### src/cfbl_pkg.sv
// Package for the chained free-block list.
// Holds the request/response payload types, opcodes, result kinds and the
// sequencer state type. No dependencies.
package cfbl_pkg;

   // default stack capacity
   localparam int LIST_SIZE_DEF = 32;

   // opcodes
   localparam logic [1:0] OP_FREE  = 2'd0;
   localparam logic [1:0] OP_ALLOC = 2'd1;
   localparam logic [1:0] OP_FILL  = 2'd2;
   localparam logic [1:0] OP_NONE  = 2'd3;

   // result kinds
   typedef enum logic [2:0] {
      KIND_FREED     = 3'd0,
      KIND_ALLOCATED = 3'd1,
      KIND_SPILL     = 3'd2,
      KIND_NO_SPACE  = 3'd3,
      KIND_BUSY      = 3'd4,
      KIND_FILL_ACK  = 3'd5
   } cfbl_kind_type;

   typedef struct packed {
      logic [1:0]  opcode;
      logic [15:0] freed_block;
      logic [15:0] fill_word;
   } cfbl_req_type;

   typedef struct packed {
      cfbl_kind_type kind;
      logic [15:0]   block_number;
      logic [15:0]   spill_word;
      logic          refill_needed;
      logic          last;
   } cfbl_rsp_type;

   // sequencer states
   typedef enum logic [1:0] {
      ST_IDLE,
      ST_EXEC,
      ST_ALLOC_CHK,
      ST_SPILL_OUT
   } cfbl_state_type;

endpackage

### src/cfbl_store.sv
// Entry store of the free-block stack: one write port, one registered read.
// Per-entry valid bits make unwritten entries read as zero after reset.
// Depends on cfbl_pkg for the default capacity.
module cfbl_store #(
   parameter int LIST_SIZE = cfbl_pkg::LIST_SIZE_DEF
) (
   input  logic                         clock,
   input  logic                         reset,
   input  logic                         wr_en,
   input  logic [$clog2(LIST_SIZE)-1:0] wr_addr,
   input  logic [15:0]                  wr_data,
   input  logic                         rd_en,
   input  logic [$clog2(LIST_SIZE)-1:0] rd_addr,
   output logic [15:0]                  rd_data
);
   logic [15:0]          mem [LIST_SIZE];
   logic [LIST_SIZE-1:0] vld_ff;
   logic [15:0]          rd_data_ff;
   logic                 rd_vld_ff;

   // storage array
   always_ff @(posedge clock) begin
      if (wr_en) begin
         mem[wr_addr] <= wr_data;
      end
      if (rd_en) begin
         rd_data_ff <= mem[rd_addr];
      end
   end

   // valid bits, cleared at reset
   always_ff @(posedge clock) begin
      if (reset) begin
         vld_ff    <= '0;
         rd_vld_ff <= 1'b0;
      end else begin
         if (wr_en) begin
            vld_ff[wr_addr] <= 1'b1;
         end
         if (rd_en) begin
            rd_vld_ff <= vld_ff[rd_addr];
         end
      end
   end

   assign rd_data = rd_vld_ff ? rd_data_ff : 16'd0;

endmodule

### src/cfbl_ctrl.sv
// Sequencer and datapath of the free-block list: decodes a request, reads
// the store for allocate, walks it for spill, and hands result items downstream.
// Depends on cfbl_pkg.
module cfbl_ctrl #(
   parameter int LIST_SIZE = cfbl_pkg::LIST_SIZE_DEF
) (
   input  logic                         clock,
   input  logic                         reset,
   input  logic                         req_valid,
   output logic                         req_ready,
   input  cfbl_pkg::cfbl_req_type       req_data,
   output logic                         res_valid,
   input  logic                         res_ready,
   output cfbl_pkg::cfbl_rsp_type       res_data,
   output logic                         wr_en,
   output logic [$clog2(LIST_SIZE)-1:0] wr_addr,
   output logic [15:0]                  wr_data,
   output logic                         rd_en,
   output logic [$clog2(LIST_SIZE)-1:0] rd_addr,
   input  logic [15:0]                  rd_data
);
   localparam int AW = $clog2(LIST_SIZE);
   localparam int CW = $clog2(LIST_SIZE + 1);
   localparam logic [CW-1:0] FULL_CNT  = CW'(LIST_SIZE);
   localparam logic [AW-1:0] LAST_IDX  = AW'(LIST_SIZE - 1);
   localparam logic [15:0]   FULL_WORD = 16'(LIST_SIZE);

   cfbl_pkg::cfbl_state_type state_ff, state_in;
   cfbl_pkg::cfbl_req_type   req_ff, req_in;
   logic [CW-1:0]            count_ff, count_in;
   logic                     pend_ff, pend_in;
   logic [CW-1:0]            pos_ff, pos_in;
   logic [AW-1:0]            idx_ff, idx_in;

   logic          spill_go;
   logic          alloc_go;
   logic          last_word;
   logic [CW-1:0] top_cnt;

   // request decode
   assign spill_go  = (req_ff.opcode == cfbl_pkg::OP_FREE) && !pend_ff && (count_ff >= FULL_CNT);
   assign alloc_go  = (req_ff.opcode == cfbl_pkg::OP_ALLOC) && !pend_ff && (count_ff != '0);
   assign last_word = (idx_ff == LAST_IDX);
   assign top_cnt   = count_ff - 1'b1;

   // next state
   always_comb begin
      state_in = state_ff;
      case (state_ff)
         cfbl_pkg::ST_IDLE: begin
            if (req_valid) begin
               state_in = cfbl_pkg::ST_EXEC;
            end
         end
         cfbl_pkg::ST_EXEC: begin
            if (spill_go) begin
               if (res_ready) begin
                  state_in = cfbl_pkg::ST_SPILL_OUT;
               end
            end else if (alloc_go) begin
               state_in = cfbl_pkg::ST_ALLOC_CHK;
            end else if (res_ready) begin
               state_in = cfbl_pkg::ST_IDLE;
            end
         end
         cfbl_pkg::ST_ALLOC_CHK: begin
            if (res_ready) begin
               state_in = cfbl_pkg::ST_IDLE;
            end
         end
         cfbl_pkg::ST_SPILL_OUT: begin
            if (res_ready && last_word) begin
               state_in = cfbl_pkg::ST_IDLE;
            end
         end
         default: state_in = cfbl_pkg::ST_IDLE;
      endcase
   end

   // outputs and datapath updates
   always_comb begin
      req_ready = 1'b0;
      req_in    = req_ff;
      count_in  = count_ff;
      pend_in   = pend_ff;
      pos_in    = pos_ff;
      idx_in    = idx_ff;
      res_valid = 1'b0;
      res_data  = '{kind: cfbl_pkg::KIND_BUSY, block_number: 16'd0, spill_word: 16'd0,
                    refill_needed: 1'b0, last: 1'b1};
      wr_en     = 1'b0;
      wr_addr   = '0;
      wr_data   = 16'd0;
      rd_en     = 1'b0;
      rd_addr   = '0;
      case (state_ff)
         cfbl_pkg::ST_IDLE: begin
            req_ready = 1'b1;
            if (req_valid) begin
               req_in = req_data;
            end
         end
         cfbl_pkg::ST_EXEC: begin
            if (req_ff.opcode == cfbl_pkg::OP_FILL) begin
               // fill word: count first, then entries bottom up
               res_valid = 1'b1;
               if (pend_ff) begin
                  res_data.kind = cfbl_pkg::KIND_FILL_ACK;
                  if (res_ready) begin
                     if (pos_ff == '0) begin
                        count_in = (req_ff.fill_word > FULL_WORD) ? FULL_CNT
                                                                  : req_ff.fill_word[CW-1:0];
                        pos_in   = CW'(1);
                     end else begin
                        wr_en   = 1'b1;
                        wr_addr = AW'(pos_ff - 1'b1);
                        wr_data = req_ff.fill_word;
                        if (pos_ff >= FULL_CNT) begin
                           pend_in = 1'b0;
                           pos_in  = '0;
                        end else begin
                           pos_in = pos_ff + 1'b1;
                        end
                     end
                  end
               end
            end else if (spill_go) begin
               // spill header: the count, then start the entry walk
               res_valid              = 1'b1;
               res_data.kind          = cfbl_pkg::KIND_SPILL;
               res_data.block_number  = req_ff.freed_block;
               res_data.spill_word    = 16'(count_ff);
               res_data.last          = 1'b0;
               if (res_ready) begin
                  rd_en   = 1'b1;
                  rd_addr = '0;
                  idx_in  = '0;
               end
            end else if (alloc_go) begin
               rd_en   = 1'b1;
               rd_addr = top_cnt[AW-1:0];
            end else if ((req_ff.opcode == cfbl_pkg::OP_FREE) && !pend_ff) begin
               // plain push
               res_valid             = 1'b1;
               res_data.kind         = cfbl_pkg::KIND_FREED;
               res_data.block_number = req_ff.freed_block;
               if (res_ready) begin
                  wr_en    = 1'b1;
                  wr_addr  = count_ff[AW-1:0];
                  wr_data  = req_ff.freed_block;
                  count_in = count_ff + 1'b1;
               end
            end else begin
               res_valid = 1'b1;
               if ((req_ff.opcode == cfbl_pkg::OP_ALLOC) && !pend_ff) begin
                  res_data.kind = cfbl_pkg::KIND_NO_SPACE;
               end
            end
         end
         cfbl_pkg::ST_ALLOC_CHK: begin
            res_valid = 1'b1;
            if (rd_data == 16'd0) begin
               // end-of-chain marker
               res_data.kind = cfbl_pkg::KIND_NO_SPACE;
            end else begin
               res_data.kind          = cfbl_pkg::KIND_ALLOCATED;
               res_data.block_number  = rd_data;
               res_data.refill_needed = (top_cnt == '0);
               if (res_ready) begin
                  wr_en    = 1'b1;
                  wr_addr  = top_cnt[AW-1:0];
                  wr_data  = 16'd0;
                  count_in = top_cnt;
                  if (top_cnt == '0) begin
                     pend_in = 1'b1;
                     pos_in  = '0;
                  end
               end
            end
         end
         cfbl_pkg::ST_SPILL_OUT: begin
            res_valid             = 1'b1;
            res_data.kind         = cfbl_pkg::KIND_SPILL;
            res_data.block_number = req_ff.freed_block;
            res_data.spill_word   = rd_data;
            res_data.last         = last_word;
            if (res_ready) begin
               if (last_word) begin
                  // stack emptied, then the push
                  wr_en    = 1'b1;
                  wr_addr  = '0;
                  wr_data  = req_ff.freed_block;
                  count_in = CW'(1);
               end else begin
                  rd_en   = 1'b1;
                  rd_addr = idx_ff + 1'b1;
                  idx_in  = idx_ff + 1'b1;
               end
            end
         end
         default: begin
         end
      endcase
   end

   // control registers
   always_ff @(posedge clock) begin
      if (reset) begin
         state_ff <= cfbl_pkg::ST_IDLE;
         count_ff <= '0;
         pend_ff  <= 1'b0;
         pos_ff   <= '0;
         idx_ff   <= '0;
      end else begin
         state_ff <= state_in;
         count_ff <= count_in;
         pend_ff  <= pend_in;
         pos_ff   <= pos_in;
         idx_ff   <= idx_in;
      end
   end

   // captured request
   always_ff @(posedge clock) begin
      req_ff <= req_in;
   end

endmodule

### src/chained_free_block_list.sv
// Top level of the chained free-block list: sequencer, entry store and
// response output register. Depends on cfbl_pkg, cfbl_store, cfbl_ctrl.
//
// Usage:
//   req_*  : request channel (valid/ready). opcode 0 frees freed_block,
//            1 allocates a block, 2 delivers one word of a chained block.
//   rsp_*  : result channel (valid/ready). Each request yields one result,
//            except a free into a full stack, which yields a spill run of
//            LIST_SIZE+1 words (count, then entries bottom up); last marks
//            the final result of a request.
//   A taken request is captured, then its first result is loaded into the
//   output register; an allocate on a non-empty stack reads the top entry
//   of the store before its result is formed. The sequencer handles one
//   request at a time and walks the entry store for spills.
//   Reset clears the count, the fill state and the entry valid bits, so
//   all entries read as zero; no clearing pass is needed.
//   A stalled receiver holds the output register; the sequencer waits on
//   it, while a new request may be taken as soon as the last result of
//   the previous one sits in the output register.
module chained_free_block_list #(
   parameter int LIST_SIZE = cfbl_pkg::LIST_SIZE_DEF
) (
   input  logic                   clock,
   input  logic                   reset,
   input  logic                   req_valid,
   output logic                   req_ready,
   input  cfbl_pkg::cfbl_req_type req_data,
   output logic                   rsp_valid,
   input  logic                   rsp_ready,
   output cfbl_pkg::cfbl_rsp_type rsp_data
);
   localparam int AW = $clog2(LIST_SIZE);

   logic                   res_valid;
   logic                   res_ready;
   cfbl_pkg::cfbl_rsp_type res_data;
   logic                   wr_en;
   logic [AW-1:0]          wr_addr;
   logic [15:0]            wr_data;
   logic                   rd_en;
   logic [AW-1:0]          rd_addr;
   logic [15:0]            rd_data;

   logic                   rsp_valid_ff, rsp_valid_in;
   cfbl_pkg::cfbl_rsp_type rsp_data_ff, rsp_data_in;

   cfbl_ctrl #(
      .LIST_SIZE (LIST_SIZE)
   ) u_ctrl (
      .clock     (clock),
      .reset     (reset),
      .req_valid (req_valid),
      .req_ready (req_ready),
      .req_data  (req_data),
      .res_valid (res_valid),
      .res_ready (res_ready),
      .res_data  (res_data),
      .wr_en     (wr_en),
      .wr_addr   (wr_addr),
      .wr_data   (wr_data),
      .rd_en     (rd_en),
      .rd_addr   (rd_addr),
      .rd_data   (rd_data)
   );

   cfbl_store #(
      .LIST_SIZE (LIST_SIZE)
   ) u_store (
      .clock   (clock),
      .reset   (reset),
      .wr_en   (wr_en),
      .wr_addr (wr_addr),
      .wr_data (wr_data),
      .rd_en   (rd_en),
      .rd_addr (rd_addr),
      .rd_data (rd_data)
   );

   // output register: loads when empty or being drained
   assign res_ready = !rsp_valid_ff || rsp_ready;

   always_comb begin
      rsp_valid_in = rsp_valid_ff;
      rsp_data_in  = rsp_data_ff;
      if (res_ready) begin
         rsp_valid_in = res_valid;
         if (res_valid) begin
            rsp_data_in = res_data;
         end
      end
   end

   always_ff @(posedge clock) begin
      if (reset) begin
         rsp_valid_ff <= 1'b0;
      end else begin
         rsp_valid_ff <= rsp_valid_in;
      end
   end

   always_ff @(posedge clock) begin
      rsp_data_ff <= rsp_data_in;
   end

   assign rsp_valid = rsp_valid_ff;
   assign rsp_data  = rsp_data_ff;

endmodule

### config.mk
export PLATFORM = sky130hd
export DESIGN_NAME = chained_free_block_list
export DESIGN_NICKNAME = d
export VERILOG_FILES = /design/src/cfbl_pkg.sv /design/src/cfbl_store.sv /design/src/cfbl_ctrl.sv /design/src/chained_free_block_list.sv
export SDC_FILE = /design/constraint.sdc
export NUM_CORES = 1
export LEC_CHECK = 0
export ABC_AREA = 1
export BUFFER_PORTS_ARGS = -buffer_cell sky130_fd_sc_hd__buf_2
export CAP_MARGIN = 20
export CORE_MARGIN = 5
export CORE_UTILIZATION = 40
export CTS_CLUSTER_DIAMETER = 120
export DETAILED_ROUTE_END_ITERATION = 16
export GPL_TIMING_DRIVEN = 0
export PLACE_DENSITY = 0.67
export REMOVE_ABC_BUFFERS = 1
export SYNTH_ARGS = -nofsm -noshare
export SYNTH_HDL_FRONTEND = slang
export SYNTH_SLANG_ARGS = --single-unit
### constraint.sdc
create_clock -name clock -period 9.6 [get_ports clock]
set_clock_uncertainty 0.15 [all_clocks]
set_input_delay 0.96 -clock clock [delete_from_list [all_inputs] [get_ports clock]]
set_output_delay 0.96 -clock clock [all_outputs]
set_load 0.01 [all_outputs]
==> summary.md <==
| Metric | Value |
|---|---|
| Run status | `finished clean` |
| Die height | `between 200 and 300 microns` |
| TritonCTS clock tree | `built` |
| Initial antenna violation count | `0` |
| Worst-Skew Late Latency | `slightly above 600 ps` |
| Synth warnings | `0` |
| Fin. Hold Viols | `0` |
| FFs w/ async S/R, synth | `0` |
| WP data required | `about 9900 ps` |
| Setup violations, final | `0` |
| Postcts setup bufs | `0` |
| Crit Path Max Fanout | `~170` |
| H-tree levels | `3` |
| Top cells by area, synth | `edfxtp_1 (65%), o211ai_1 (5.7%), nand2_1 (5.1%)` |
| Yosys cell types | `52` |
| EDFF count, synth | `~600` |
| Post-synth top area share | `0.6471` |
| Post-CTS Resized | `0` |
| Register area | `between 15,000 and 20,000 sq um` |
| RSZ-0062 raised after global routing | `false` |
| DR iter-0 viols | `2,222` |
| Total Power | `6.315 mW` |
| Die outline area | `between 70,000 and 80,000 sq um` |
| Reg clk slew, reported paths | `~70 ps` |
| Fin crit period | `approximately 4700 ps` |
| Commonest non-fill, non-tap cell in the layout | `edfxtp_1` |
| Max-Cap Viols | `0` |
| # fillers | `between 5,000 and 6,000` |
| Dpl hpwl | `around 48,000 microns` |
| Cell taking the most area after synthesis | `edfxtp_1` |
| Mapped Area | `approximately 28,000 sq um` |
| Primary FF master, synth | `edfxtp_1` |
| Pins Over Slew Limit | `0` |
| Layout cells sized above 1 | `0.1203` |
| Mapped Cells | `roughly 2,400` |
| DR vias/cell | `5.642` |
| Antenna cells | `0` |
| Multi-input gate area | `around 7300 sq um` |
| Vias | `19,465` |
| GRT Overall Usage | `0.1980` |
| Die W | `273.6 microns` |
| Worst setup EP type | `flip-flop` |
| Drt total wl | `about 76,000 microns` |
| Final hold slack | `slightly above 300 ps` |
| Internal power | `a little under 5 mW` |
| P_sw | `1.421 mW` |
| Final period utilization | `0.4896` |
| WS Path Type | `reg2reg` |
| Vias in the first global route | `between 15,000 and 20,000` |
| Placement Rows | `96` |
| Pwr dens | `195.1 nW/um^2` |
| CTS Buffer Depth | `3` |
| Synth Register Bits | `~650` |
| Leakage | `between 10 and 15 nW` |
| Total CTS buffers | `68` |
| Pre-Repair DR Iteration Count | `6` |
| Global-route wire length before repair | `114,400 microns` |
| Final GP Congestion | `between 0.8 and 0.9` |
| GRT overflow | `0` |
| Clock sink total | `approximately 650` |
| Hold-fix buffer count after cts | `0` |
| Max Clk Rate | `roughly 210 MHz` |
| Most frequent cells in the layout | `edfxtp_1 (599), nand2_1 (381), inv_1 (227)` |
| Final ANT Viol Nets | `0` |
| Seq/Total Area, Yosys | `0.6860` |
| Layout Nets | `~2,500` |
| Avg Synthesized Cell Area | `around 12 sq um` |
| Io pins | `77` |
| Drt wl/cell | `21.96 microns` |
| Synthesis-to-layout area growth | `16.48%` |
| Core area | `68,710 sq um` |
| Net Sw Frac | `0.2251` |
| Root buffer cell | `clkbuf_16` |
| Seq pwr share | `0.498` |
| Worst Path Arrival | `roughly 5000 ps` |
| Rel. slew slack | `0.2689` |
| Pin count of the biggest net entering global routing | `170` |
| Logic pwr share | `0.070` |
| Detailed-route DRC error count | `0` |
| Maximum vdd drop | `around 0.00013 V` |
| Port bufs | `76` |
| Slew @ Worst Pin | `around 1100 ps` |
| Clock share of power | `0.432` |
| Worst setup SP type | `flip-flop` |
| Worst min path class | `reg2reg` |
| Starting Density | `0.4046` |
-- power by group through the flow --
| stage | sequential [mW] | clock, mW | combinational [mW] |
|---|---|---|---|
| floorplan | 3.20 | 0 | 0.247 |
| global route | 3.15 | 2.89 | 0.478 |
| detailed placement | 3.21 | 0 | 0.435 |
| global placement | 3.21 | 0 | 0.405 |
| CTS | 3.15 | 2.76 | 0.437 |
| finish | 3.15 | 2.73 | 0.443 |
-- cell usage after synthesis (all sizes together), types with 3 or more instances --
library cell    n
nor3            6
nand4          10
a211oi          4
inv           237
nand3b          4
buf            68
ha             14
nand2         386
a21oi         175
edfxtp        599
nor4            4
o21ai         240
nor2          120
clkbuf         84
o211ai        212
o22ai           5
nand3         157
a31oi           3
dfxtp          54
xor2            9
-- per-stage QoR --
| stage | utilization | setup WS (ps) | cells | TNS, ps | instance area, sq um |
|---|---|---|---|---|---|
| 2_1_floorplan | - | -447.3 | 2256 | -7512 | 27080 |
| 3_3_place_gp | 0.4167 | -8818 | 3263 | -146610 | 28630 |
| 3_5_place_dp | 0.4369 | 4964 | 3324 | 0 | 30020 |
| 4_1_cts | 0.4708 | 5023 | 3449 | 0 | 32350 |
| 5_1_grt | 0.4712 | 4712 | 3450 | 0 | 32380 |
| 6_report | 0.4712 | 4900 | 3450 | 0 | 32380 |
-- cell type report --
cell class              instances  area share
inverters                     239     0.02802
flip-flops and latches        653      0.5889
clock buffers                  95     0.06013
well taps                     931     0.03598
repair buffers                138     0.05097
clock inverters                30     0.01198
multi-input cells            1364      0.2240
-- worst max-delay path, cell delays in order (launching register included) --
cell,delay [ps]
dfxtp_1,350
inv_1,120
ha_1,430
inv_2,190
nor2_2,200
nand3_4,460
nand2_8,620
buf_16,460
o21ai_0,150
o21ai_0,590
o21ai_0,170
o21ai_1,240
nand2_1,140
nand2_1,110
-- flip-flops by register name, summed over array words and instances, names as in the netlist --
| signal | cells |
|---|---|
| rsp_data | 37 |
| rsp_valid | 1 |
| u_ctrl.count_ff | 6 |
| u_ctrl.idx_ff | 5 |
| u_ctrl.pend_ff | 1 |
| u_ctrl.pos_ff | 6 |
| u_ctrl.req_ff | 34 |
| u_ctrl.state_ff | 2 |
| u_store.mem | 512 |
| u_store.rd_data_ff | 16 |
| u_store.rd_vld_ff | 1 |
| u_store.vld_ff | 32 |
-- routing by layer --
| metal | track usage | up-vias | routed length, microns |
|---|---|---|---|
| met3 | 0.03822 | 168 | 7053 |
| met1 | 0.2690 | 9544 | 30190 |
| met5 | 0 | - | 0 |
| li1 | - | 8761 | - |
| met2 | 0.3212 | 992 | 35890 |
| met4 | 0.06837 | 0 | 2630 |
-- final timing paths --
path	from	endpoint	slack, ps	cells past startpoint
worst max register to register	u_ctrl.state_ff[1]	u_store.rd_data_ff[1]	4900	13
worst max-delay path	u_ctrl.state_ff[1]	u_store.rd_data_ff[1]	4900	13
worst min-delay path	u_store.vld_ff[17]	u_store.vld_ff[17]	310	2
worst min register to register	u_store.vld_ff[17]	u_store.vld_ff[17]	310	2
-- logic make-up (layout without fill, tap and decap cells) --
| family | Yosys count | in the layout | share of synthesized area |
|---|---|---|---|
| compound gates | 651 | 651 | 0.1400 |
| xor+xnor | 10 | 10 | 0.003151 |
| fa+ha+maj | 14 | 14 | 0.006302 |
| buf+inv | 391 | 502 | 0.05802 |
| flops | 653 | 653 | 0.6860 |
| simple gates | 689 | 689 | 0.1065 |
Power figures use the tool's default switching activity.
